--- src/rtl/core/altitude_cascade_controller_unit_assert.svh ---
// Assertion macros shared by the altitude controller RTL.
`ifndef ALTITUDE_CASCADE_CONTROLLER_UNIT_ASSERT_SVH
`define ALTITUDE_CASCADE_CONTROLLER_UNIT_ASSERT_SVH

// Same-cycle implication.
`define ACC_ASSERT_NOW(label, clk, rst, ante, cons, msg) \
  label: assert property (@(posedge clk) disable iff (rst) (ante) |-> (cons)) \
    else $error(msg);

// Next-cycle implication.
`define ACC_ASSERT_NEXT(label, clk, rst, ante, cons, msg) \
  label: assert property (@(posedge clk) disable iff (rst) (ante) |=> (cons)) \
    else $error(msg);

`endif

--- src/rtl/core/acc_pkg.sv ---
package acc_pkg;

  // field widths
  localparam int TGT_W      = 10;
  localparam int HGT_W      = 13;
  localparam int RATE_W     = 12;
  localparam int LIFT_W     = 13;
  localparam int OUTER_W    = 9;
  localparam int INNER_W    = 13;
  localparam int GAIN_W     = 16;
  localparam int LIM_W      = 8;
  localparam int CFG_IDX_W  = 3;
  localparam int CFG_DATA_W = 16;
  localparam int FF_W       = 9;
  localparam int GOAL_W     = 9;
  localparam int ERR_W      = 14;
  localparam int DIFF_W     = 15;
  localparam int IERR_W     = 13;
  localparam int TOTAL_W    = 14;

  // fixed constants of the control law
  localparam logic [TGT_W-1:0]   FF_KNEE   = 10'd115;
  localparam logic [FF_W-1:0]    FF_CAP    = 9'd460;
  localparam logic [TGT_W-1:0]   GOAL_CAP  = 10'd470;
  localparam logic [LIFT_W-1:0]  LIFT_MAX  = 13'd8191;
  localparam logic [IERR_W-1:0]  KI_BAND_A = 13'd10;
  localparam logic [IERR_W-1:0]  KI_BAND_B = 13'd20;
  localparam logic [IERR_W-1:0]  KI_BAND_C = 13'd30;
  localparam logic [IERR_W-1:0]  KI_BAND_D = 13'd50;

  // register reset values
  localparam logic [GAIN_W-1:0] RST_OUTER_KP  = 16'd9830;
  localparam logic [GAIN_W-1:0] RST_OUTER_KD  = 16'd5243;
  localparam logic [GAIN_W-1:0] RST_INNER_KP  = 16'd39322;
  localparam logic [LIM_W-1:0]  RST_OUTER_LIM = 8'd60;
  localparam logic [LIM_W-1:0]  RST_INTEG_MAX = 8'd100;

  typedef enum logic [CFG_IDX_W-1:0] {
    REG_OUTER_KP,
    REG_OUTER_KD,
    REG_INNER_KP,
    REG_OUTER_LIMIT,
    REG_INTEG_MAX
  } cfg_reg_t;

  typedef struct packed {
    logic [GAIN_W-1:0] outer_kp;
    logic [GAIN_W-1:0] outer_kd;
    logic [GAIN_W-1:0] inner_kp;
    logic [LIM_W-1:0]  outer_limit;
    logic [LIM_W-1:0]  integrator_max;
  } cfg_regs_t;

  // microcode fields
  typedef enum logic [2:0] {
    MUL_NONE,
    MUL_KP_ERR,
    MUL_KD_DIFF,
    MUL_KI_IERR,
    MUL_IKP_IERR
  } mul_sel_t;

  typedef enum logic [3:0] {
    ALU_NOP,
    ALU_LOAD,
    ALU_ACC_PROD,
    ALU_ADD_PROD,
    ALU_OUTER,
    ALU_IERR,
    ALU_INTEG,
    ALU_INNER_SUM,
    ALU_INNER,
    ALU_EMIT
  } alu_op_t;

  typedef enum logic [1:0] {
    COND_NEXT,
    COND_WAIT_IN,
    COND_WAIT_OUT
  } cond_t;

  typedef logic [3:0] step_t;

  localparam step_t ST_IDLE      = 4'd0;
  localparam step_t ST_MUL_KP    = 4'd1;
  localparam step_t ST_MUL_KD    = 4'd2;
  localparam step_t ST_PD_SUM    = 4'd3;
  localparam step_t ST_OUTER     = 4'd4;
  localparam step_t ST_IERR      = 4'd5;
  localparam step_t ST_MUL_KI    = 4'd6;
  localparam step_t ST_MUL_IKP   = 4'd7;
  localparam step_t ST_INNER_SUM = 4'd8;
  localparam step_t ST_INNER     = 4'd9;
  localparam step_t ST_EMIT      = 4'd10;

  typedef struct packed {
    mul_sel_t mul_sel;
    alu_op_t  alu_op;
    cond_t    cond;
    step_t    target;
  } ctrl_word_t;

  typedef struct packed {
    logic in_valid;
    logic out_hold;
  } seq_status_t;

  // control store; target is taken when the step's condition passes
  function automatic ctrl_word_t prog_word(input step_t s);
    ctrl_word_t w;
    case (s)
      ST_IDLE:      w = '{MUL_NONE,     ALU_LOAD,      COND_WAIT_IN,  ST_MUL_KP};
      ST_MUL_KP:    w = '{MUL_KP_ERR,   ALU_NOP,       COND_NEXT,     ST_MUL_KD};
      ST_MUL_KD:    w = '{MUL_KD_DIFF,  ALU_ACC_PROD,  COND_NEXT,     ST_PD_SUM};
      ST_PD_SUM:    w = '{MUL_NONE,     ALU_ADD_PROD,  COND_NEXT,     ST_OUTER};
      ST_OUTER:     w = '{MUL_NONE,     ALU_OUTER,     COND_NEXT,     ST_IERR};
      ST_IERR:      w = '{MUL_NONE,     ALU_IERR,      COND_NEXT,     ST_MUL_KI};
      ST_MUL_KI:    w = '{MUL_KI_IERR,  ALU_NOP,       COND_NEXT,     ST_MUL_IKP};
      ST_MUL_IKP:   w = '{MUL_IKP_IERR, ALU_INTEG,     COND_NEXT,     ST_INNER_SUM};
      ST_INNER_SUM: w = '{MUL_NONE,     ALU_INNER_SUM, COND_NEXT,     ST_INNER};
      ST_INNER:     w = '{MUL_NONE,     ALU_INNER,     COND_NEXT,     ST_EMIT};
      ST_EMIT:      w = '{MUL_NONE,     ALU_EMIT,      COND_WAIT_OUT, ST_IDLE};
      default:      w = '{MUL_NONE,     ALU_NOP,       COND_NEXT,     ST_IDLE};
    endcase
    return w;
  endfunction

endpackage

--- src/rtl/core/acc_in_if.sv ---
interface acc_in_if;
  import acc_pkg::*;

  logic                     valid;
  logic                     ready;
  logic [TGT_W-1:0]         target_throttle;
  logic [HGT_W-1:0]         height_mm;
  logic signed [RATE_W-1:0] climb_rate;

  modport source (output valid, output target_throttle, output height_mm,
                  output climb_rate, input ready);
  modport sink   (input valid, input target_throttle, input height_mm,
                  input climb_rate, output ready);
endinterface

--- src/rtl/core/acc_out_if.sv ---
interface acc_out_if;
  import acc_pkg::*;

  logic                      valid;
  logic                      ready;
  logic [LIFT_W-1:0]         lift_command;
  logic signed [OUTER_W-1:0] outer_demand;
  logic signed [INNER_W-1:0] inner_demand;

  modport source (output valid, output lift_command, output outer_demand,
                  output inner_demand, input ready);
  modport sink   (input valid, input lift_command, input outer_demand,
                  input inner_demand, output ready);
endinterface

--- src/rtl/core/acc_seq.sv ---
module acc_seq (
  input  logic                 clk,
  input  logic                 rst,
  input  acc_pkg::seq_status_t status,
  output acc_pkg::ctrl_word_t  ctrl,
  output logic                 go
);
  import acc_pkg::*;

  step_t step;
  step_t step_next;

  assign ctrl = prog_word(step);

  always_comb begin
    case (ctrl.cond)
      COND_NEXT:     go = 1'b1;
      COND_WAIT_IN:  go = status.in_valid;
      COND_WAIT_OUT: go = !status.out_hold;
      default:       go = 1'b0;
    endcase
    step_next = go ? ctrl.target : step;
  end

  always_ff @(posedge clk) begin
    if (rst) begin
      step <= ST_IDLE;
    end else begin
      step <= step_next;
    end
  end

endmodule

--- src/rtl/core/acc_dp.sv ---
module acc_dp #(
  parameter int DIFF_LAG       = 3,
  parameter int GAIN_FRAC_BITS = 16
) (
  input  logic                              clk,
  input  logic                              rst,
  input  acc_pkg::cfg_regs_t                cfg,
  input  acc_pkg::ctrl_word_t               ctrl,
  input  logic                              go,
  input  logic [acc_pkg::TGT_W-1:0]         target_throttle,
  input  logic [acc_pkg::HGT_W-1:0]         height_mm,
  input  logic signed [acc_pkg::RATE_W-1:0] climb_rate,
  input  logic                              out_ready,
  output logic                              out_valid,
  output logic [acc_pkg::LIFT_W-1:0]        lift_command,
  output logic signed [acc_pkg::OUTER_W-1:0] outer_demand,
  output logic signed [acc_pkg::INNER_W-1:0] inner_demand
);
  import acc_pkg::*;

  localparam int F   = GAIN_FRAC_BITS;
  localparam int DW  = F + 24;             // accumulator / product width
  localparam int QW  = DW - F;             // integer part after the shift
  localparam int IW  = F + 8;              // integrator width
  localparam int AW  = (F > 16) ? F : 16;  // unsigned multiplier operand
  localparam int MW  = AW + 1 + DIFF_W;    // full product width
  localparam int ONE  = 1 << F;
  localparam int KI_A = (ONE + 10) / 20;
  localparam int KI_B = (ONE + 12) / 25;
  localparam int KI_C = (ONE + 25) / 50;
  localparam int KI_D = (7 * ONE + 500) / 1000;
  localparam int KI_E = (ONE + 5000) / 10000;
  localparam logic [DW-1:0] ONE_M1 = {{(DW-F){1'b0}}, {F{1'b1}}};
  localparam logic signed [QW-1:0] INNER_HI = QW'(4095);
  localparam logic signed [QW-1:0] INNER_LO = -QW'(4096);

  // working registers
  logic signed [ERR_W-1:0]   hist [DIFF_LAG];
  logic [IW-1:0]             integ;
  logic [FF_W-1:0]           ff;
  logic signed [RATE_W-1:0]  rate;
  logic signed [ERR_W-1:0]   err0;
  logic signed [DIFF_W-1:0]  diff;
  logic signed [DW-1:0]      prod;
  logic signed [DW-1:0]      acc;
  logic signed [OUTER_W-1:0] outer;
  logic signed [IERR_W-1:0]  ierr;
  logic signed [INNER_W-1:0] inner;

  // combinational terms
  logic [GOAL_W-1:0]          goal_c;
  logic [FF_W-1:0]            ff_c;
  logic signed [ERR_W-1:0]    err0_c;
  logic signed [DIFF_W-1:0]   diff_c;
  logic [AW-1:0]              mul_a;
  logic signed [DIFF_W-1:0]   mul_b;
  logic signed [MW-1:0]       mul_full;
  logic [IERR_W-1:0]          ierr_abs;
  logic signed [QW-1:0]       lim_q;
  logic signed [QW-1:0]       acc_q;
  logic signed [OUTER_W-1:0]  outer_c;
  logic signed [IERR_W-1:0]   ierr_c;
  logic [IW-1:0]              imax_fx;
  logic signed [DW-1:0]       integ_sum;
  logic [IW-1:0]              integ_c;
  logic [IW-1:0]              int_part_fx;
  logic signed [DW-1:0]       inner_sum;
  logic signed [INNER_W-1:0]  inner_c;
  logic signed [TOTAL_W-1:0]  total;
  logic [LIFT_W-1:0]          tot_pos;
  logic [LIFT_W+1:0]          lift4;
  logic [LIFT_W-1:0]          lift_c;

  // truncate toward zero while dropping F fraction bits
  function automatic logic signed [QW-1:0] trunc_q(input logic signed [DW-1:0] v);
    logic signed [DW-1:0] adj;
    adj = v[DW-1] ? v + $signed(ONE_M1) : v;
    return adj[DW-1:F];
  endfunction

  always_comb begin
    // item load: feedforward, capped goal, error and lagged difference
    ff_c   = (target_throttle < FF_KNEE) ? {target_throttle[6:0], 2'b00} : FF_CAP;
    goal_c = (target_throttle > GOAL_CAP) ? GOAL_CAP[GOAL_W-1:0]
                                          : target_throttle[GOAL_W-1:0];
    err0_c = $signed({5'b0, goal_c}) - $signed({1'b0, height_mm});
    diff_c = $signed({err0_c[ERR_W-1], err0_c})
           - $signed({hist[DIFF_LAG-1][ERR_W-1], hist[DIFF_LAG-1]});

    // scheduled integral gain
    ierr_abs = ierr[IERR_W-1] ? IERR_W'(-ierr) : IERR_W'(ierr);

    // shared multiplier operand select
    case (ctrl.mul_sel)
      MUL_KP_ERR: begin
        mul_a = AW'(cfg.outer_kp);
        mul_b = DIFF_W'(err0);
      end
      MUL_KD_DIFF: begin
        mul_a = AW'(cfg.outer_kd);
        mul_b = diff;
      end
      MUL_KI_IERR: begin
        if (ierr_abs < KI_BAND_A)      mul_a = AW'(KI_A);
        else if (ierr_abs < KI_BAND_B) mul_a = AW'(KI_B);
        else if (ierr_abs < KI_BAND_C) mul_a = AW'(KI_C);
        else if (ierr_abs < KI_BAND_D) mul_a = AW'(KI_D);
        else                           mul_a = AW'(KI_E);
        mul_b = DIFF_W'(ierr);
      end
      MUL_IKP_IERR: begin
        mul_a = AW'(cfg.inner_kp);
        mul_b = DIFF_W'(ierr);
      end
      default: begin
        mul_a = '0;
        mul_b = '0;
      end
    endcase
    mul_full = $signed({1'b0, mul_a}) * mul_b;

    // shared truncation of the accumulator
    acc_q = trunc_q(acc);

    // outer clamp
    lim_q = $signed({{(QW-LIM_W){1'b0}}, cfg.outer_limit});
    if (acc_q > lim_q)       outer_c = lim_q[OUTER_W-1:0];
    else if (acc_q < -lim_q) outer_c = OUTER_W'(-lim_q);
    else                     outer_c = acc_q[OUTER_W-1:0];

    ierr_c = $signed({{(IERR_W-OUTER_W){outer[OUTER_W-1]}}, outer})
           - $signed({rate[RATE_W-1], rate});

    // integrator update, clamped to 0..max
    imax_fx   = {cfg.integrator_max, {F{1'b0}}};
    integ_sum = $signed({{(DW-IW){1'b0}}, integ}) + prod;
    if (integ_sum[DW-1])
      integ_c = '0;
    else if (integ_sum > $signed({{(DW-IW){1'b0}}, imax_fx}))
      integ_c = imax_fx;
    else
      integ_c = integ_sum[IW-1:0];

    int_part_fx = {integ[IW-1:F], {F{1'b0}}};
    inner_sum   = prod + $signed({{(DW-IW){1'b0}}, int_part_fx});

    if (acc_q > INNER_HI)      inner_c = INNER_HI[INNER_W-1:0];
    else if (acc_q < INNER_LO) inner_c = INNER_LO[INNER_W-1:0];
    else                       inner_c = acc_q[INNER_W-1:0];

    // lift: 4*max(0, ff+inner), saturated
    total   = $signed({5'b0, ff}) + $signed({inner[INNER_W-1], inner});
    tot_pos = total[TOTAL_W-1] ? '0 : total[LIFT_W-1:0];
    lift4   = {tot_pos, 2'b00};
    lift_c  = (lift4 > {2'b00, LIFT_MAX}) ? LIFT_MAX : lift4[LIFT_W-1:0];
  end

  // payload registers
  always_ff @(posedge clk) begin
    if (go) begin
      case (ctrl.mul_sel)
        MUL_NONE: ;
        default:  prod <= DW'(mul_full);
      endcase
      case (ctrl.alu_op)
        ALU_LOAD: begin
          ff   <= ff_c;
          rate <= climb_rate;
          err0 <= err0_c;
          diff <= diff_c;
        end
        ALU_ACC_PROD:  acc   <= prod;
        ALU_ADD_PROD:  acc   <= acc + prod;
        ALU_OUTER:     outer <= outer_c;
        ALU_IERR:      ierr  <= ierr_c;
        ALU_INNER_SUM: acc   <= inner_sum;
        ALU_INNER:     inner <= inner_c;
        ALU_EMIT: begin
          lift_command <= lift_c;
          outer_demand <= outer;
          inner_demand <= inner;
        end
        default: ;
      endcase
    end
  end

  // state with reset values
  always_ff @(posedge clk) begin
    if (rst) begin
      for (int i = 0; i < DIFF_LAG; i++) begin
        hist[i] <= '0;
      end
      integ     <= '0;
      out_valid <= 1'b0;
    end else begin
      if (go && ctrl.alu_op == ALU_LOAD) begin
        for (int i = DIFF_LAG - 1; i > 0; i--) begin
          hist[i] <= hist[i-1];
        end
        hist[0] <= err0_c;
      end
      if (go && ctrl.alu_op == ALU_INTEG) begin
        integ <= integ_c;
      end
      if (go && ctrl.alu_op == ALU_EMIT) begin
        out_valid <= 1'b1;
      end else if (out_ready) begin
        out_valid <= 1'b0;
      end
    end
  end

endmodule

--- src/rtl/core/altitude_cascade_controller_unit.sv ---
// Channel  | Dir | Fields                                          | Handshake
// ---------+-----+-------------------------------------------------+-----------
// sample   | in  | target_throttle, height_mm, climb_rate          | valid/ready
// command  | out | lift_command, outer_demand, inner_demand        | valid/ready
// cfg      | in  | cfg_addr, cfg_wdata                             | cfg_wr_en
//
// From accept to the next accept the microcode runs ten steps after the idle
// step, and four products share one multiplier. The result is held in an output
// register; the next item is taken while it waits. Synchronous active-high
// reset clears the step counter, error history, integrator and output valid,
// and loads the config registers with their defaults; no item is taken while
// reset is high. A result not taken holds the sequencer on its emit step.
`include "altitude_cascade_controller_unit_assert.svh"

module altitude_cascade_controller_unit #(
  parameter int DIFF_LAG       = 3,
  parameter int GAIN_FRAC_BITS = 16
) (
  input  logic                            clk,
  input  logic                            rst,
  acc_in_if.sink                          sample,
  acc_out_if.source                       command,
  input  logic                            cfg_wr_en,
  input  logic [acc_pkg::CFG_IDX_W-1:0]   cfg_addr,
  input  logic [acc_pkg::CFG_DATA_W-1:0]  cfg_wdata
);
  import acc_pkg::*;

  cfg_regs_t   cfg;
  ctrl_word_t  ctrl;
  seq_status_t status;
  logic        go;

  // config registers; unknown indexes are dropped
  always_ff @(posedge clk) begin
    if (rst) begin
      cfg.outer_kp       <= RST_OUTER_KP;
      cfg.outer_kd       <= RST_OUTER_KD;
      cfg.inner_kp       <= RST_INNER_KP;
      cfg.outer_limit    <= RST_OUTER_LIM;
      cfg.integrator_max <= RST_INTEG_MAX;
    end else if (cfg_wr_en) begin
      case (cfg_addr)
        REG_OUTER_KP:    cfg.outer_kp       <= cfg_wdata[GAIN_W-1:0];
        REG_OUTER_KD:    cfg.outer_kd       <= cfg_wdata[GAIN_W-1:0];
        REG_INNER_KP:    cfg.inner_kp       <= cfg_wdata[GAIN_W-1:0];
        REG_OUTER_LIMIT: cfg.outer_limit    <= cfg_wdata[LIM_W-1:0];
        REG_INTEG_MAX:   cfg.integrator_max <= cfg_wdata[LIM_W-1:0];
        default: ;
      endcase
    end
  end

  // sequencer status: input pending, or a result still unread
  assign status.in_valid = sample.valid;
  assign status.out_hold = command.valid && !command.ready;

  // only the idle step waits on the input
  assign sample.ready = !rst && (ctrl.cond == COND_WAIT_IN);

  acc_seq u_seq (
    .clk    (clk),
    .rst    (rst),
    .status (status),
    .ctrl   (ctrl),
    .go     (go)
  );

  acc_dp #(
    .DIFF_LAG       (DIFF_LAG),
    .GAIN_FRAC_BITS (GAIN_FRAC_BITS)
  ) u_dp (
    .clk             (clk),
    .rst             (rst),
    .cfg             (cfg),
    .ctrl            (ctrl),
    .go              (go),
    .target_throttle (sample.target_throttle),
    .height_mm       (sample.height_mm),
    .climb_rate      (sample.climb_rate),
    .out_ready       (command.ready),
    .out_valid       (command.valid),
    .lift_command    (command.lift_command),
    .outer_demand    (command.outer_demand),
    .inner_demand    (command.inner_demand)
  );

  // outer clamp bounds for checking
  logic signed [OUTER_W:0] lim_pos;
  logic signed [OUTER_W:0] lim_neg;
  logic signed [OUTER_W:0] outer_x;

  assign lim_pos = $signed({2'b00, cfg.outer_limit});
  assign lim_neg = -lim_pos;
  assign outer_x = $signed({command.outer_demand[OUTER_W-1], command.outer_demand});

  `ACC_ASSERT_NEXT(a_single_item, clk, rst, sample.valid && sample.ready, !sample.ready, "second item accepted mid-sequence")
  `ACC_ASSERT_NOW(a_outer_in_limit, clk, rst, command.valid, (outer_x <= lim_pos) && (outer_x >= lim_neg), "outer demand outside limit")
  `ACC_ASSERT_NOW(a_lift_step, clk, rst, command.valid, (command.lift_command[1:0] == 2'b00) || (command.lift_command == LIFT_MAX), "lift not a multiple of four")

endmodule
--- src/flat_wrapper.sv ---
// flat-port wrapper written by rule: the top's interface ports become plain ports
module altitude_cascade_controller_unit_flat import acc_pkg::*;
#(
  parameter int DIFF_LAG       = 3,
  parameter int GAIN_FRAC_BITS = 16
)
  (clk, rst, cfg_wr_en, cfg_addr, cfg_wdata, sample_valid, sample_target_throttle, sample_height_mm, sample_climb_rate, sample_ready, command_valid, command_lift_command, command_outer_demand, command_inner_demand, command_ready);
  acc_in_if sample_i ();
  acc_out_if command_i ();
  input  logic clk;
  input  logic rst;
  input  logic cfg_wr_en;
  input  logic [acc_pkg::CFG_IDX_W-1:0] cfg_addr;
  input  logic [acc_pkg::CFG_DATA_W-1:0] cfg_wdata;
  input wire logic [$bits(sample_i.valid)-1:0] sample_valid;
  input wire logic [$bits(sample_i.target_throttle)-1:0] sample_target_throttle;
  input wire logic [$bits(sample_i.height_mm)-1:0] sample_height_mm;
  input wire logic [$bits(sample_i.climb_rate)-1:0] sample_climb_rate;
  output wire logic [$bits(sample_i.ready)-1:0] sample_ready;
  output wire logic [$bits(command_i.valid)-1:0] command_valid;
  output wire logic [$bits(command_i.lift_command)-1:0] command_lift_command;
  output wire logic [$bits(command_i.outer_demand)-1:0] command_outer_demand;
  output wire logic [$bits(command_i.inner_demand)-1:0] command_inner_demand;
  input wire logic [$bits(command_i.ready)-1:0] command_ready;
  assign sample_i.valid = sample_valid;
  assign sample_i.target_throttle = sample_target_throttle;
  assign sample_i.height_mm = sample_height_mm;
  assign sample_i.climb_rate = sample_climb_rate;
  assign sample_ready = sample_i.ready;
  assign command_valid = command_i.valid;
  assign command_lift_command = command_i.lift_command;
  assign command_outer_demand = command_i.outer_demand;
  assign command_inner_demand = command_i.inner_demand;
  assign command_i.ready = command_ready;
  altitude_cascade_controller_unit #(.DIFF_LAG(DIFF_LAG), .GAIN_FRAC_BITS(GAIN_FRAC_BITS)) u_core (.clk(clk), .rst(rst), .sample(sample_i), .command(command_i), .cfg_wr_en(cfg_wr_en), .cfg_addr(cfg_addr), .cfg_wdata(cfg_wdata));
endmodule
--- config.mk ---
export PLATFORM = sky130hd
export DESIGN_NAME = altitude_cascade_controller_unit_flat
export DESIGN_NICKNAME = d
export VERILOG_FILES = /design/src/rtl/core/acc_pkg.sv /design/src/rtl/core/acc_in_if.sv /design/src/rtl/core/acc_out_if.sv /design/src/rtl/core/acc_seq.sv /design/src/rtl/core/acc_dp.sv /design/src/rtl/core/altitude_cascade_controller_unit.sv /design/src/flat_wrapper.sv
export VERILOG_INCLUDE_DIRS = /design/src /design/src/rtl/core
export SDC_FILE = /design/constraint.sdc
export NUM_CORES = 1
export LEC_CHECK = 0
export BUFFER_PORTS_ARGS = -buffer_cell sky130_fd_sc_hd__buf_2
export CAP_MARGIN = 25
export CORE_MARGIN = 1.5
export CORE_UTILIZATION = 55
export CTS_CLUSTER_SIZE = 10
export DETAILED_ROUTE_END_ITERATION = 10
export PLACE_DENSITY = 0.76
export RECOVER_POWER = 50
export SETUP_SLACK_MARGIN = 0.3
export SKIP_LAST_GASP = 1
export SYNTH_ARGS = -nofsm -noshare
export SYNTH_HDL_FRONTEND = slang
export SYNTH_SLANG_ARGS = --single-unit
--- constraint.sdc ---
create_clock -name clk -period 8.9 [get_ports clk]
set_clock_uncertainty 0.1 [all_clocks]
set_input_delay 0.89 -clock clk [delete_from_list [all_inputs] [get_ports clk]]
set_output_delay 0.89 -clock clk [all_outputs]
set_load 0.05 [all_outputs]
=== Yosys cells after proc, flatten, opt, wreduce, memory -nomap -nowiden ===
Memory sizes are Yosys's and may differ from the RTL's. A register that Yosys moved wholly into a read port is not among the register bits.
Index checks and enable logic that the tools add are counted.

* Register bits after elaboration: 285
* Latch bits: 0
* Memory bits (writable): 42
* Bits in read-only memories: 208
* Input port bits: 59
* Output and inout bits: 37
* Word-level logic and storage cells: 127
* Memories: 2

* $add $sub $neg: 10
* $mul: 1
* Div/mod/pow operators: 0
* $lt $le $gt $ge: 12
* Equality and inequality tests: 19
* Shift operators: 0
* Muxes and demuxes: 30
* Bitwise logic cells: 4
* Reductions and logical operators: 26

{| class="wikitable"
|+ Memory list
! name !! depth !! bits a word !! read ports !! clocked after memory_dff !! wr ports !! line !! source
|-
| (no name shown) || 16 || 13 || 1 || 1 || 0 || acc_pkg.sv:111 || <nowiki>case (s)</nowiki>
|-
| u_core.u_dp.hist || 3 || 14 || 3 || 0 || 3 || acc_dp.sv:38 || <nowiki>logic signed [ERR_W-1:0] hist [DIFF_LAG];</nowiki>
|}

{| class="wikitable"
|+ Operator list
! cell !! number
|-
| 40-bit case mux with 3 select lines || 1
|-
| 16-bit case mux with 4 select lines || 1
|-
| 24-bit two-way mux || 2
|-
| 15-bit case mux with 3 select lines || 1
|-
| 14-bit two-way mux || 3
|-
| 40-bit by 17-bit adder with 40-bit output, second input constant || 1
|-
| 40-bit by 32-bit adder with 40-bit output || 1
|-
| 40-bit two-way mux || 1
|-
| 13-bit two-way mux || 3
|-
| 25-bit by 32-bit adder with 33-bit output || 1
|-
| 32-bit by 25-bit adder with 33-bit output || 1
|-
| 33-bit by 25-bit > comparator with 1-bit output || 1
|-
| 17-bit by 15-bit multiplier with 32-bit output || 1
|-
| 9-bit two-way mux || 3
|-
| 13-bit by 5-bit < comparator with 1-bit output, second input constant || 2
|-
| 24-bit by 13-bit > comparator with 1-bit output, second input constant || 1
|-
| 24-bit by 9-bit > comparator with 1-bit output || 1
|-
| 24-bit by 13-bit < comparator with 1-bit output, second input constant || 1
|-
| 24-bit < comparator || 1
|-
| 12-bit two-way mux || 2
|-
| 8-bit negation with 24-bit output || 1
|-
| 2-bit AND reduction || 12
|-
| 4-bit by 3-bit == test with 1-bit output, second input constant || 4
|-
| 15-bit by 13-bit > comparator with 1-bit output, second input constant || 1
|-
| other kinds (32) || 55
|}

=== Longest topological paths before layout ===
* Depth after elaboration: 9
* Gate-level depth with buffers: 35
* Depth with buffers taken out: 34

=== By module ===
From an unflattened synthesis, not the netlist that was laid out.

* Cell total of the unflattened synthesis: 3,170
* Area total of the unflattened synthesis: 29,493.3 um2

{| class="wikitable"
|+ By module, submodules not included
! module !! times used !! cells each !! area an instance (um2) !! seq. area each (um2)
|-
| acc_dp || 1 || 2,842 || 26,115.0 || 7,437.1
|-
| altitude_cascade_controller_unit || 1 || 251 || 2,591.2 || 1,281.2
|-
| acc_seq || 1 || 77 || 787.0 || 340.3
|}

=== Worst setup path before layout ===
No wires, ideal clock.

* Path kind: flip-flop to flip-flop
* Start: reg u_core.u_dp.ierr[1]
* End: reg, netlist name u_core.u_dp.prod[31]
* Library setup time: 0.260 ns
* Data arrival time: 8.480 ns
* Required time: 8.540 ns
* Slack: 0.060 ns
* Cell stages (with the launch flop): 34
* Path buffers: 0
* Period minus slack after synthesis: 8.840 ns
* Cell sequence: edfxtp_1 -> inv_1 -> ha_1 -> or3b_4 -> or3_1 -> o31ai_2 -> a41oi_1 -> nor3_4 -> nand2_2 -> or4_4 -> a21oi_4 -> a31o_4 -> nand2_1 -> fa_1 -> fa_1 -> inv_1 -> fa_1 -> inv_1 -> fa_1 -> inv_1 -> fa_1 -> inv_1 -> fa_1 -> inv_1 -> ha_1 -> a2111oi_0 -> o21ai_0 -> a41oi_1 -> o311ai_0 -> nor4_1 -> o211ai_1 -> a31o_2 -> a21oi_1 -> xnor2_1

* Longest elaborated chain between the ends: 9
* Elaborated cells on any way between the ends: 13
* Classes of those cells: add/sub (1); mul (1); order compare (4); mux (7)

{| class="wikitable"
|+ RTL lines
! item !! line !! source
|-
| start: declaration || acc_dp.sv:47 || <nowiki>logic signed [IERR_W-1:0] ierr;</nowiki>
|-
| start signal: assignment || acc_dp.sv:175 || <nowiki>ALU_IERR: ierr <= ierr_c;</nowiki>
|-
| 13-bit negation || acc_dp.sv:91 || <nowiki>ierr_abs = ierr[IERR_W-1] ? IERR_W'(-ierr) : IERR_W'(ierr);</nowiki>
|-
| 13-bit two-way mux || acc_dp.sv:91 ||
|-
| 13-bit by 6-bit < comparator with 1-bit output || acc_dp.sv:107 || <nowiki>else if (ierr_abs < KI_BAND_D) mul_a = AW'(KI_D);</nowiki>
|-
| 9-bit two-way mux || acc_dp.sv:107 ||
|-
| 11-bit two-way mux || acc_dp.sv:106 || <nowiki>else if (ierr_abs < KI_BAND_C) mul_a = AW'(KI_C);</nowiki>
|-
| 12-bit two-way mux || acc_dp.sv:105 || <nowiki>else if (ierr_abs < KI_BAND_B) mul_a = AW'(KI_B);</nowiki>
|-
| 12-bit two-way mux || acc_dp.sv:104 || <nowiki>if (ierr_abs < KI_BAND_A) mul_a = AW'(KI_A);</nowiki>
|-
| 16-bit case mux with 4 select lines || acc_dp.sv:94 || <nowiki>case (ctrl.mul_sel)</nowiki>
|-
| 17-bit by 15-bit multiplier with 32-bit output (*) || acc_dp.sv:120 || <nowiki>mul_full = $signed({1'b0, mul_a}) * mul_b;</nowiki>
|-
| via u_core.u_dp.mul_full[31] || acc_dp.sv:57 || <nowiki>logic signed [MW-1:0] mul_full;</nowiki>
|}

The timed path passes the listed nets; every way through them passes the cells marked *.
A chain may end at the register's enable or synchronous reset.

=== Worst setup path after layout ===
* Start: reg u_core.u_dp.ierr[1]
* End: reg u_core.u_dp.prod[30] (data pin)

* Longest elaborated chain between the ends: 9
* Elaborated cells on any way between the ends: 13
* Classes of those cells: add/sub (1); mul (1); order compare (4); mux (7)

{| class="wikitable"
|+ RTL lines
! item !! line !! source
|-
| 13-bit negation || acc_dp.sv:91 ||
|-
| 13-bit two-way mux || acc_dp.sv:91 ||
|-
| 13-bit by 6-bit < comparator with 1-bit output || acc_dp.sv:107 ||
|-
| 9-bit two-way mux || acc_dp.sv:107 ||
|-
| 11-bit two-way mux || acc_dp.sv:106 ||
|-
| 12-bit two-way mux || acc_dp.sv:105 ||
|-
| 12-bit two-way mux || acc_dp.sv:104 ||
|-
| 16-bit case mux with 4 select lines || acc_dp.sv:94 ||
|-
| 17-bit by 15-bit multiplier with 32-bit output (*) || acc_dp.sv:120 ||
|-
| via u_core.u_dp.mul_full[30] || acc_dp.sv:57 ||
|-
| end signal: assignment || acc_dp.sv:163 || <nowiki>default: prod <= DW'(mul_full);</nowiki>
|-
| end: declaration || acc_dp.sv:44 || <nowiki>logic signed [DW-1:0] prod;</nowiki>
|}

Marked as above.

==> impl_metrics.tcl <==
set metrics [dict create \
    status "finished, violations left" \
    failed_checks "max-capacitance violations, max-slew violations" \
    ys_warn_count 0 \
    first_iter_violations 2104 \
    worstSetupPathType "register to register" \
    whs_ps 356 \
    io_pins 96 \
    post-route-period-util_pct 96.5 \
    drt_first_pass_iters 6 \
    dpl.cell_count 3931 \
    gp_congestion 1.01 \
    dp_hpwl_um 63500 \
    numCtsBuffers 42 \
    fillers 4268 \
    grt_start_max_net_pins 65 \
    min_path_type "register to register" \
    final_cell_count_no_fill 4034 \
    ir_drop_mv 0.162 \
    required_ps 9100 \
    area_growth_pct 11.8 \
    cts.sinks 337 \
    cpMostUsedCell "fa_1" \
    start_kind "register" \
    async_flop_share_pct 0 \
    grt_usage_pct 30.7 \
    leakage_uw 0.0144 \
    synth_nets 3694 \
    wl_per_cell_um 20.4 \
    setup_viol 0 \
    portBuffers 95 \
    vias 24100 \
    regArea_um2 9060 \
    tightest_slew_ps 2680 \
    fin_crit_ps 8590 \
    routed_wl_um 82100 \
    critical_path.max_fanout 7 \
    layout-drive-gt1-share_pct 9.88 \
    route.detailed.drc 0 \
    ys.flop_type "edfxtp_1" \
    ys_seq_elements 337 \
    grt_pass1_vias 24100 \
    cp_top_family "adder cells" \
    dieHeight_um 232 \
    cpPeakStageDelay_ps 560 \
    h-tree-depth 2 \
    viasPerCell 5.96 \
    clk_path_buf_depth 3 \
    dieArea_um2 53900 \
    critical_path_arrival_ps 8790 \
    path_clk_slew_ps 60 \
    clockRootBuffer "clkbuf_16" \
    multiInputGateArea_um2 18400 \
    syn_area_um2 28900 \
    relSlewSlack_pct -78.8 \
    power_density_nw_per_um2 267 \
    final_nets 3829 \
    grt_overflow_total 0 \
    end_kind "register" \
    slowest_stage "fa_1" \
    syn-instance-count 3180 \
    synth_cell_type_count 85 \
    synth_edf_count 231 \
    coreArea_um2 51600 \
    fp.dieW_um 232 \
    initial_core_util_pct 56.0 \
    final_core_util_pct 62.6 \
    fmax_mhz 116 \
    drtAntennaViolNets 0 \
    worst_skew_pair.late_latency_ps 580 \
    path_buf_inv 7 \
    maxCapViolations 6 \
    cts_tree "done" \
    ys_seq_area_share_pct 31.3 \
    final_hold_viol_count 0 \
    antenna_found_initial 4 \
    cts-hold-fix-buffers 0 \
    slew_violations 267 \
    grt_pass1_wl_um 130000 \
    synth_area_per_cell_um2 9.09 \
    grt_setup_unrepaired "true" \
    std_cell_rows 83 \
]
==> routing by layer <==
metal | wire (µm) | up-vias | track usage (%)
met1 | 33800 | 11600 | 39.5
met4 | 4020 | 2 | 13.9
li1 | - | 11200 | -
met5 | 13 | - | 0
met2 | 38600 | 942 | 51.1
met3 | 5660 | 240 | 4.48
==> tightest hold or removal path: stages, from the launching register on <==
cell	delay, ps
dfxtp_1	310
nand2_1	50
a21oi_1	50
==> what timing repair did <==
action                                  4_1_cts  5_1_grt
endpoints found under the setup margin       12       18
setup buffers                                13        5
pin swaps                                    12       35
gates resized for setup                      25       60
==> layout make-up <==
cell class,count,area share (%)
multi-input cells,2371,57.1
diodes,5,0.0387
flip-flops and latches,337,28.0
clock inverters,6,0.244
clock buffers,72,3.92
well taps,680,2.63
repair buffers,203,3.89
inverters,360,4.18
==> Yosys cell counts, drive strengths merged (17+ instances only) <==
cell	number	area share, %
or2	19	0.41
a211oi	18	0.52
nand2	407	5.3
xnor2	84	2.5
o21ai	162	2.8
edfxtp	231	24
buf	17	0.32
nand2b	28	0.61
and2	56	1.2
inv	357	4.6
and3	22	0.48
nand3b	39	1.0
a21oi	179	3.1
a21boi	20	0.52
nor2	293	3.8
a31oi	18	0.44
o21a	38	0.99
a21o	59	1.5
fa	188	13
nor2b	30	0.65
nor4	19	0.41
nand3	37	0.64
a22oi	25	0.65
clkbuf	95	1.2
ha	267	12
nor3	46	0.84
xor2	56	1.7
dfxtp	106	7.3
nand4	35	0.78
o21bai	18	0.47
==> sequential cells by signal, indices dropped and copies added (netlist names), 7 cells and up <==
| signal | count |
|---|---|
| u_core.u_dp.lift_command | 12 |
| u_core.u_dp.prod | 32 |
| u_core.u_seq.ctrl | 13 |
| u_core.u_dp.outer | 9 |
| u_core.u_dp.rate | 12 |
| u_core.u_dp.integ | 24 |
| u_core.cfg | 64 |
| u_core.u_dp.ierr | 13 |
| u_core.u_dp.outer_demand | 9 |
| u_core.u_dp.ff | 7 |
| u_core.u_dp.inner_demand | 13 |
| u_core.u_dp.hist | 42 |
| u_core.u_dp.inner | 13 |
| u_core.u_dp.acc | 40 |
| u_core.u_dp.err0 | 14 |
| u_core.u_dp.diff | 15 |
==> metrics by stage <==
step | area [µm²] | setup slack [ps] | total power [µW] | setup TNS [ps]
floorplan | 28900 | 315 | 5400 | 0
global placement | 30500 | 117 | 6610 | 0
detailed placement | 30500 | -190 | 6740 | -336
CTS | 32100 | 294 | 8480 | 0
global route | 32300 | 31.9 | 9200 | 0
finish | 32300 | 309 | 8620 | 0
==> path summary, 6_finish.rpt <==
check	from	end	slack, ps	cells after the start
min reg2reg	u_core.cfg[43]	u_core.cfg[43]	360	2
max reg2reg	u_core.u_dp.ierr[1]	u_core.u_dp.prod[30]	310	35
min	u_core.cfg[43]	u_core.cfg[43]	360	2
max	u_core.u_dp.ierr[1]	u_core.u_dp.prod[30]	310	35
==> cells in the final DEF (no fill, tap or decap), types with 35 or more instances in the layout <==
| master | n |
|---|---|
| fa_1 | 188 |
| nor3_1 | 45 |
| xnor2_1 | 84 |
| o21a_1 | 36 |
| a21oi_1 | 171 |
| o21ai_0 | 144 |
| edfxtp_1 | 231 |
| and2_1 | 35 |
| inv_1 | 348 |
| nor2_1 | 286 |
| clkbuf_16 | 44 |
| nand2_1 | 403 |
| buf_4 | 88 |
| dfxtp_1 | 106 |
| ha_1 | 261 |
| buf_2 | 54 |
| xor2_1 | 56 |
| nand3b_1 | 39 |
| clkbuf_1 | 72 |
| a21o_1 | 59 |
==> power breakdown <==
| group | internal [µW] | switching [µW] |
|---|---|---|
| logic | 1800 | 2750 |
| clock network | 972 | 675 |
| registers | 2160 | 258 |
| total | 4930 | 3680 |
==> cells by family (layout without fill, tap and decap cells) <==
kind of cell | Yosys count | count (layout) | synth area share, %
AND/OR/NAND/NOR | 1075 | 1075 | 17.4
AO/OA/AOI/OAI | 671 | 671 | 15.1
buffers and inverters | 472 | 641 | 6.23
adder cells (fa/ha/maj) | 455 | 455 | 24.6
flip-flops | 337 | 337 | 31.3
XOR/XNOR | 140 | 140 | 4.24
multiplexers | 30 | 30 | 1.10
other | 0 | 5 | 0
Power figures use the tool's default switching activity.
